$ cat src/sv/sdce_div.sv
// bit-serial restoring divider shared by all trial divisions
`timescale 1ns / 1ps

module sdce_div #(
	parameter int NW = 32,
	parameter int DW = 17
) (
	input  logic          clk,
	input  logic          arst_n,
	input  logic          start,
	input  logic [NW-1:0] dividend,
	input  logic [DW-1:0] divisor,
	output logic          done,
	output logic [NW-1:0] quotient,
	output logic          rem_zero
);

	localparam int CNT_W = $clog2(NW + 1);

	logic             run_q;
	logic             done_q;
	logic [CNT_W-1:0] cnt_q;
	logic [NW-1:0]    quo_q;
	logic [DW-1:0]    rem_q;
	logic [DW-1:0]    den_q;

	logic [DW:0]      trial;
	logic             fits;
	logic [DW-1:0]    rem_next;

	// one quotient bit per cycle: shift in the next dividend bit, try to subtract
	always_comb begin
		trial    = {rem_q, quo_q[NW-1]};
		fits     = trial >= {1'b0, den_q};
		rem_next = fits ? DW'(trial - {1'b0, den_q}) : DW'(trial);
	end

	// iteration control and datapath
	always_ff @(posedge clk or negedge arst_n) begin
		if (!arst_n) begin
			run_q  <= 1'b0;
			done_q <= 1'b0;
			cnt_q  <= '0;
		end else begin
			done_q <= 1'b0;
			if (start) begin
				quo_q <= dividend;
				rem_q <= '0;
				den_q <= divisor;
				cnt_q <= CNT_W'(NW);
				run_q <= 1'b1;
			end else if (run_q) begin
				quo_q <= {quo_q[NW-2:0], fits};
				rem_q <= rem_next;
				cnt_q <= cnt_q - 1'b1;
				if (cnt_q == CNT_W'(1)) begin
					run_q  <= 1'b0;
					done_q <= 1'b1;
				end
			end
		end
	end

	assign done     = done_q;
	assign quotient = quo_q;
	assign rem_zero = (rem_q == '0);

	// a new division only starts once the previous one has finished
	a_no_restart: assert property (@(posedge clk) disable iff (!arst_n)
		start |-> !run_q)
		else $error("divider restarted while running");

	// the last iteration always raises done and stops the unit
	a_last_step: assert property (@(posedge clk) disable iff (!arst_n)
		run_q && !start && cnt_q == CNT_W'(1) |=> done_q && !run_q)
		else $error("divider did not finish after last step");

	// done is a single-cycle pulse
	a_done_pulse: assert property (@(posedge clk) disable iff (!arst_n)
		done_q |=> !done_q)
		else $error("divider done held longer than one cycle");

endmodule

$ cat config.mk
export PLATFORM = sky130hd
export DESIGN_NAME = sdce_div
export DESIGN_NICKNAME = d
export VERILOG_FILES = /design/src/sv/sdce_div.sv
export SDC_FILE = /design/constraint.sdc
export NUM_CORES = 1
export LEC_CHECK = 0
export ABC_AREA = 1
export BUFFER_PORTS_ARGS = -buffer_cell sky130_fd_sc_hd__clkbuf_2
export CAP_MARGIN = 10
export CORE_MARGIN = 10
export CORE_UTILIZATION = 56
export CTS_CLUSTER_SIZE = 14
export DETAILED_ROUTE_END_ITERATION = 8
export GPL_TIMING_DRIVEN = 0
export PLACE_DENSITY = 0.77
export RECOVER_POWER = 50
export SLEW_MARGIN = 25
export SYNTH_ARGS = -nofsm -noshare
export SYNTH_HDL_FRONTEND = slang
export SYNTH_SLANG_ARGS = --single-unit
$ cat constraint.sdc
create_clock -name clk -period 3.7 [get_ports clk]
set_input_delay 0.37 -clock clk [delete_from_list [all_inputs] [get_ports clk]]
set_output_delay 0.37 -clock clk [all_outputs]
set_load 0.1 [all_outputs]
Word level (Yosys, flattened, before mapping)
Cells that the tools add are included.
- RAM bits: 0
- memory bits (read-only): 0
- register bits after elaboration: 74
- latch bits: 0
- output and inout bits: 34
- memories: 0
- shifts and indexed selects: 0
- add/sub/neg operators: 2
- $mul: 0
- order comparisons: 1
- reduce and logical (&&, ||, !) cells: 4
- multiplexer cells: 12
- bitwise gates (word level): 0
- divide/modulo/power cells: 0
- equal/unequal tests: 1
- operators by type and width (kind ; number):
    32-bit two-way mux ; 2
    17-bit two-way mux ; 2
    18-bit by 17-bit greater-or-equal comparator with 1-bit output ; 1
    17-bit zero test ; 1
    17-bit subtractor ; 1
    6-bit two-way mux ; 2
    6-bit by 1-bit == test with 1-bit output, second input constant ; 1
    1-bit two-way mux ; 6
    6-bit by 1-bit subtractor with 6-bit output, second input constant ; 1
    2-bit AND reduction ; 2
    2-bit nonzero test ; 1

Longest topological paths before layout
- depth after elaboration: 4
- gate-level depth with buffers: 15
- mapped depth without buffers: 14

Worst setup path before layout
No wires, ideal clock.
- kind: flip-flop to output port
- from: reg rem_q[14]
- to: out rem_zero
- path buffers: 0
- slack: 0.493 ns
- arrival time: 2.837 ns
- cell stages (with the launch flop): 4
- path through: edfxtp_1 -> nor4_1 -> nand3_1 -> nor3_1
- word-level cells in the longest chain between the ends: 1
- RTL lines (item ; line ; RTL):
    from (decl) ; 24 ; logic [DW-1:0] rem_q;
    from (signal assigned) ; 54 ; rem_q <= rem_next;
    17-bit zero test ; 66 ; assign rem_zero = (rem_q == '0);
    to (decl) ; 15 ; output logic rem_zero
Every way passes these cells.

Final worst setup path
- from: reg rem_q[5]
- to: out rem_zero
Same word-level chain as after synthesis.

==> impl_metrics.prom <==
# TYPE chip_impl_metric gauge
chip_impl_info{name="status",value="finished, violations left"} 1
chip_impl_info{name="violations",value="capacitance limit, slew limit"} 1
chip_impl_metric{name="dpl_cell_area",unit="mm2"} 0.00514
chip_impl_info{name="r2r_end",value="rem_q[16]"} 1
chip_impl_info{name="hold_class",value="in2reg"} 1
chip_impl_metric{name="synth_enable_flop_cells",unit=""} 66
chip_impl_metric{name="finalHoldViolations",unit=""} 0
chip_impl_metric{name="number_of_global_route_vias_before_repair",unit=""} 3957
chip_impl_metric{name="worst-endpoint-required",unit="ns"} 3.33
chip_impl_metric{name="syn-mean-instance-area",unit="um2"} 8.06
chip_impl_metric{name="design.die.area",unit="mm2"} 0.0122
chip_impl_metric{name="register_bit_count_reported_by_yosys",unit=""} 74
chip_impl_metric{name="final_nets",unit=""} 735
chip_impl_metric{name="rows",unit=""} 32
chip_impl_info{name="mostFrequentLayoutCells",value="nand2_1, inv_1, clkbuf_2"} 1
chip_impl_info{name="holdCritStartpoint",value="divisor[15]"} 1
chip_impl_metric{name="setup_tns",unit="ns"} 0
chip_impl_metric{name="clock_skew",unit="ns"} 0.00984
chip_impl_metric{name="total_clock_buffers_created_by_cts",unit=""} 9
chip_impl_metric{name="antennaDiodeCount",unit=""} 0
chip_impl_metric{name="post_cts_hold_buffer_count",unit=""} 0
chip_impl_metric{name="dpl.cell_count",unit=""} 754
chip_impl_info{name="largest_family_of_logic_cells_by_synthesized_area",value="simple AND/OR/NAND/NOR gates"} 1
chip_impl_info{name="worstReg2RegStart",value="quotient[31]"} 1
chip_impl_metric{name="post_synthesis_compound_gate_area_fraction",unit="%"} 3.37
chip_impl_metric{name="worst_setup_hold_path_clk_slew",unit="ns"} 0.08
chip_impl_info{name="rsz0062_at_grt",value="false"} 1
chip_impl_info{name="critical_path.startpoint_type",value="flop"} 1
chip_impl_metric{name="floorplan.io_pins",unit=""} 86
chip_impl_metric{name="wl_per_cell",unit="um"} 14.3
chip_impl_info{name="crit_path_end",value="rem_zero"} 1
chip_impl_info{name="cts_tree",value="done"} 1
chip_impl_metric{name="die_w",unit="um"} 110
chip_impl_metric{name="grt_start_max_net_pins",unit=""} 28
chip_impl_info{name="mostFrequentLayoutCell",value="nand2_1"} 1
chip_impl_metric{name="worst_slew_pin_tran",unit="ns"} 1.61
chip_impl_metric{name="power.leakage",unit="nW"} 2.75
chip_impl_metric{name="die-height",unit="um"} 110
chip_impl_metric{name="syn_to_final_growth",unit="%"} 16.4
chip_impl_metric{name="max_cap_violations",unit=""} 1
chip_impl_metric{name="grt_remaining_overflow",unit=""} 0
chip_impl_metric{name="syn_nets",unit=""} 639
chip_impl_metric{name="drt_wl_total",unit="mm"} 11.0
chip_impl_metric{name="floorplan.core_area",unit="mm2"} 0.00785
chip_impl_info{name="buffer_type_at_the_clock_tree_root",value="clkbuf_8"} 1
chip_impl_metric{name="synth-warning-count",unit=""} 0
chip_impl_metric{name="post-route-util",unit="%"} 67.7
chip_impl_metric{name="post-cts-setup-buffer-count",unit=""} 0
chip_impl_metric{name="place_hpwl",unit="mm"} 8.80
chip_impl_metric{name="antenna_violations_before_repair",unit=""} 0
chip_impl_metric{name="clock_insertion_delay_worst_skew",unit="ns"} 0.34
chip_impl_metric{name="via_per_inst",unit=""} 5.09
chip_impl_metric{name="track_usage",unit="%"} 19.4
chip_impl_metric{name="netlist_area",unit="mm2"} 0.00457
chip_impl_metric{name="synth_mux_area_share",unit="%"} 0
chip_impl_metric{name="grt_pass1_wl",unit="mm"} 18.8
chip_impl_metric{name="globalplace.congestion",unit=""} 0.969
chip_impl_info{name="ys_dominant_reg_cell",value="edfxtp_1"} 1
chip_impl_metric{name="final_min_period_over_clock_period",unit="%"} 68.7
chip_impl_metric{name="yosys.cell_types.count",unit=""} 37
chip_impl_metric{name="drtPass1Iterations",unit=""} 5
chip_impl_metric{name="yosys.area_share.simple",unit="%"} 32.0
chip_impl_metric{name="initialDrtViolationCount",unit=""} 206
chip_impl_metric{name="vias_after_detailed_routing",unit=""} 3922
chip_impl_metric{name="initial_core_util",unit="%"} 58.2
chip_impl_info{name="critPathKind",value="reg2out"} 1
chip_impl_metric{name="final_ant_viol_nets",unit=""} 0
chip_impl_metric{name="slack_of_the_worst_reg_to_reg_path",unit="ns"} 1.35
chip_impl_metric{name="fill_cells",unit=""} 706
chip_impl_metric{name="clkSinkCount",unit=""} 74
chip_impl_metric{name="critical_path.max_fanout",unit=""} 3
chip_impl_metric{name="fmaxAchievable",unit="MHz"} 393
chip_impl_metric{name="synth_fa_ha_area_share",unit="%"} 5.64
chip_impl_metric{name="area_of_all_placed_cells_without_fillers",unit="mm2"} 0.00532
chip_impl_metric{name="cp.arrival",unit="ns"} 2.17
chip_impl_metric{name="ys_async_sr_fraction",unit="%"} 10.8
chip_impl_metric{name="syn-instance-count",unit=""} 567
chip_impl_metric{name="timing_max_transition_violations_final",unit=""} 28
chip_impl_metric{name="synth_xor_xnor_area_share",unit="%"} 1.34
chip_impl_metric{name="post_cts_resized",unit=""} 0
chip_impl_metric{name="yosysSeqAreaShare",unit="%"} 47.8
chip_impl_metric{name="finalHoldWorstSlack",unit="ns"} 0.200
chip_impl_metric{name="clock_tree.buffer_depth",unit=""} 2
chip_impl_metric{name="drt_drc_violations_left",unit=""} 0
chip_impl_info{name="timing.critical_path.to_type",value="primary output"} 1
chip_impl_metric{name="r2r_cells",unit=""} 14
chip_impl_metric{name="max-vdd-ir-drop",unit="mV"} 0.345
chip_impl_metric{name="count_of_input_and_output_buffers",unit=""} 84
chip_impl_metric{name="htree_levels",unit=""} 3
chip_impl_metric{name="final_layout_size_suffix_gt1_share",unit="%"} 18.4
chip_impl_metric{name="max_slew_margin",unit="%"} -7.07
chip_impl_info{name="first_element_of_the_critical_path",value="rem_q[5]"} 1
chip_impl_metric{name="setup-violations-final",unit=""} 0
chip_impl_metric{name="final.min_clock_period",unit="ns"} 2.54
chip_impl_metric{name="post_route_insts_no_fill",unit=""} 770
chip_impl_metric{name="power_density",unit="mW/mm2"} 500
worst max-delay path: stages, from the launching register on:
cell      delay (ns)
edfxtp_1        0.46
nor4_1          0.41
nand4_1         0.20
nor3_1          0.26
clkbuf_2        0.51
registers in the layout, indices dropped and copies added, names as in the netlist:
register / flops
run_q: 1
cnt_q: 6
done: 1
den_q: 17
quotient: 32
rem_q: 17
area by class of cell:
type                            count  area [um2]  area share (%)
Buffer                             14         103            1.93
Clock buffer                        9         124            2.33
Clock inverter                      7        75.1            1.41
Inverter                           90         338            6.35
Multi-Input combinational cell    389        1940            36.5
Sequential cell                    74        2180            41.0
Tap cell                          102         128            2.40
Timing Repair Buffer               85         427            8.03
worst min-delay path by stage:
stage	slack (ns)	cells after the start	endpoint
after floorplan	0.07	0	cnt_q[0]
after global placement	0.43	1	cnt_q[0]
after detailed placement	0.45	1	done
after CTS	0.06	1	run_q
after global routing	0.18	1	den_q[3]
final	0.20	1	den_q[15]
Yosys cell counts, drive strengths merged, types with 2 or more instances:
library cell  number  share of area (%)
edfxtp            66                 43
nor3               4               0.44
buf                6                1.6
dfrtp              8                4.4
nor4               3               0.41
clkbuf             8               0.88
ha                19                5.2
a21oi             14                1.5
nand4              7               0.96
or2                2               0.27
xnor2              6                1.2
nand3b             3               0.66
nor2              24                2.5
o21ai             12                1.4
inv               90                7.4
nand3             53                6.8
nand2            236                 20
layer usage:
| metal | vias up | track usage [%] | share of wire [%] |
|---|---|---|---|
| met5 | - | 0 | 0 |
| met4 | 0 | 6.70 | 2.0 |
| met3 | 17 | 5.80 | 8.5 |
| met2 | 143 | 30.3 | 45 |
| met1 | 1759 | 25.0 | 44 |
| li1 | 2003 | - | - |
power by group:
part	switching [mW]	leakage [nW]	internal, mW
registers	0.0588	0.746	1.02
clock network	0.324	0.104	0.318
logic	0.653	1.89	0.286
total	1.04	2.75	1.62
per-stage QoR:
stage,setup WS (ns),total power [mW]
floorplan,0.493,1.82
global placement,-0.0898,2.01
detailed placement,1.37,2.03
CTS,1.15,2.68
global route,0.995,2.82
finish,1.16,2.66
cell families (layout without fill, tap and decap cells):
kind of cell | count (synthesis) | count (layout)
flops | 74 | 74
buf+inv | 104 | 205
compound gates | 29 | 29
xor+xnor | 7 | 7
simple gates | 333 | 333
fa+ha+maj | 20 | 20
(Power assumes the default switching activity.)
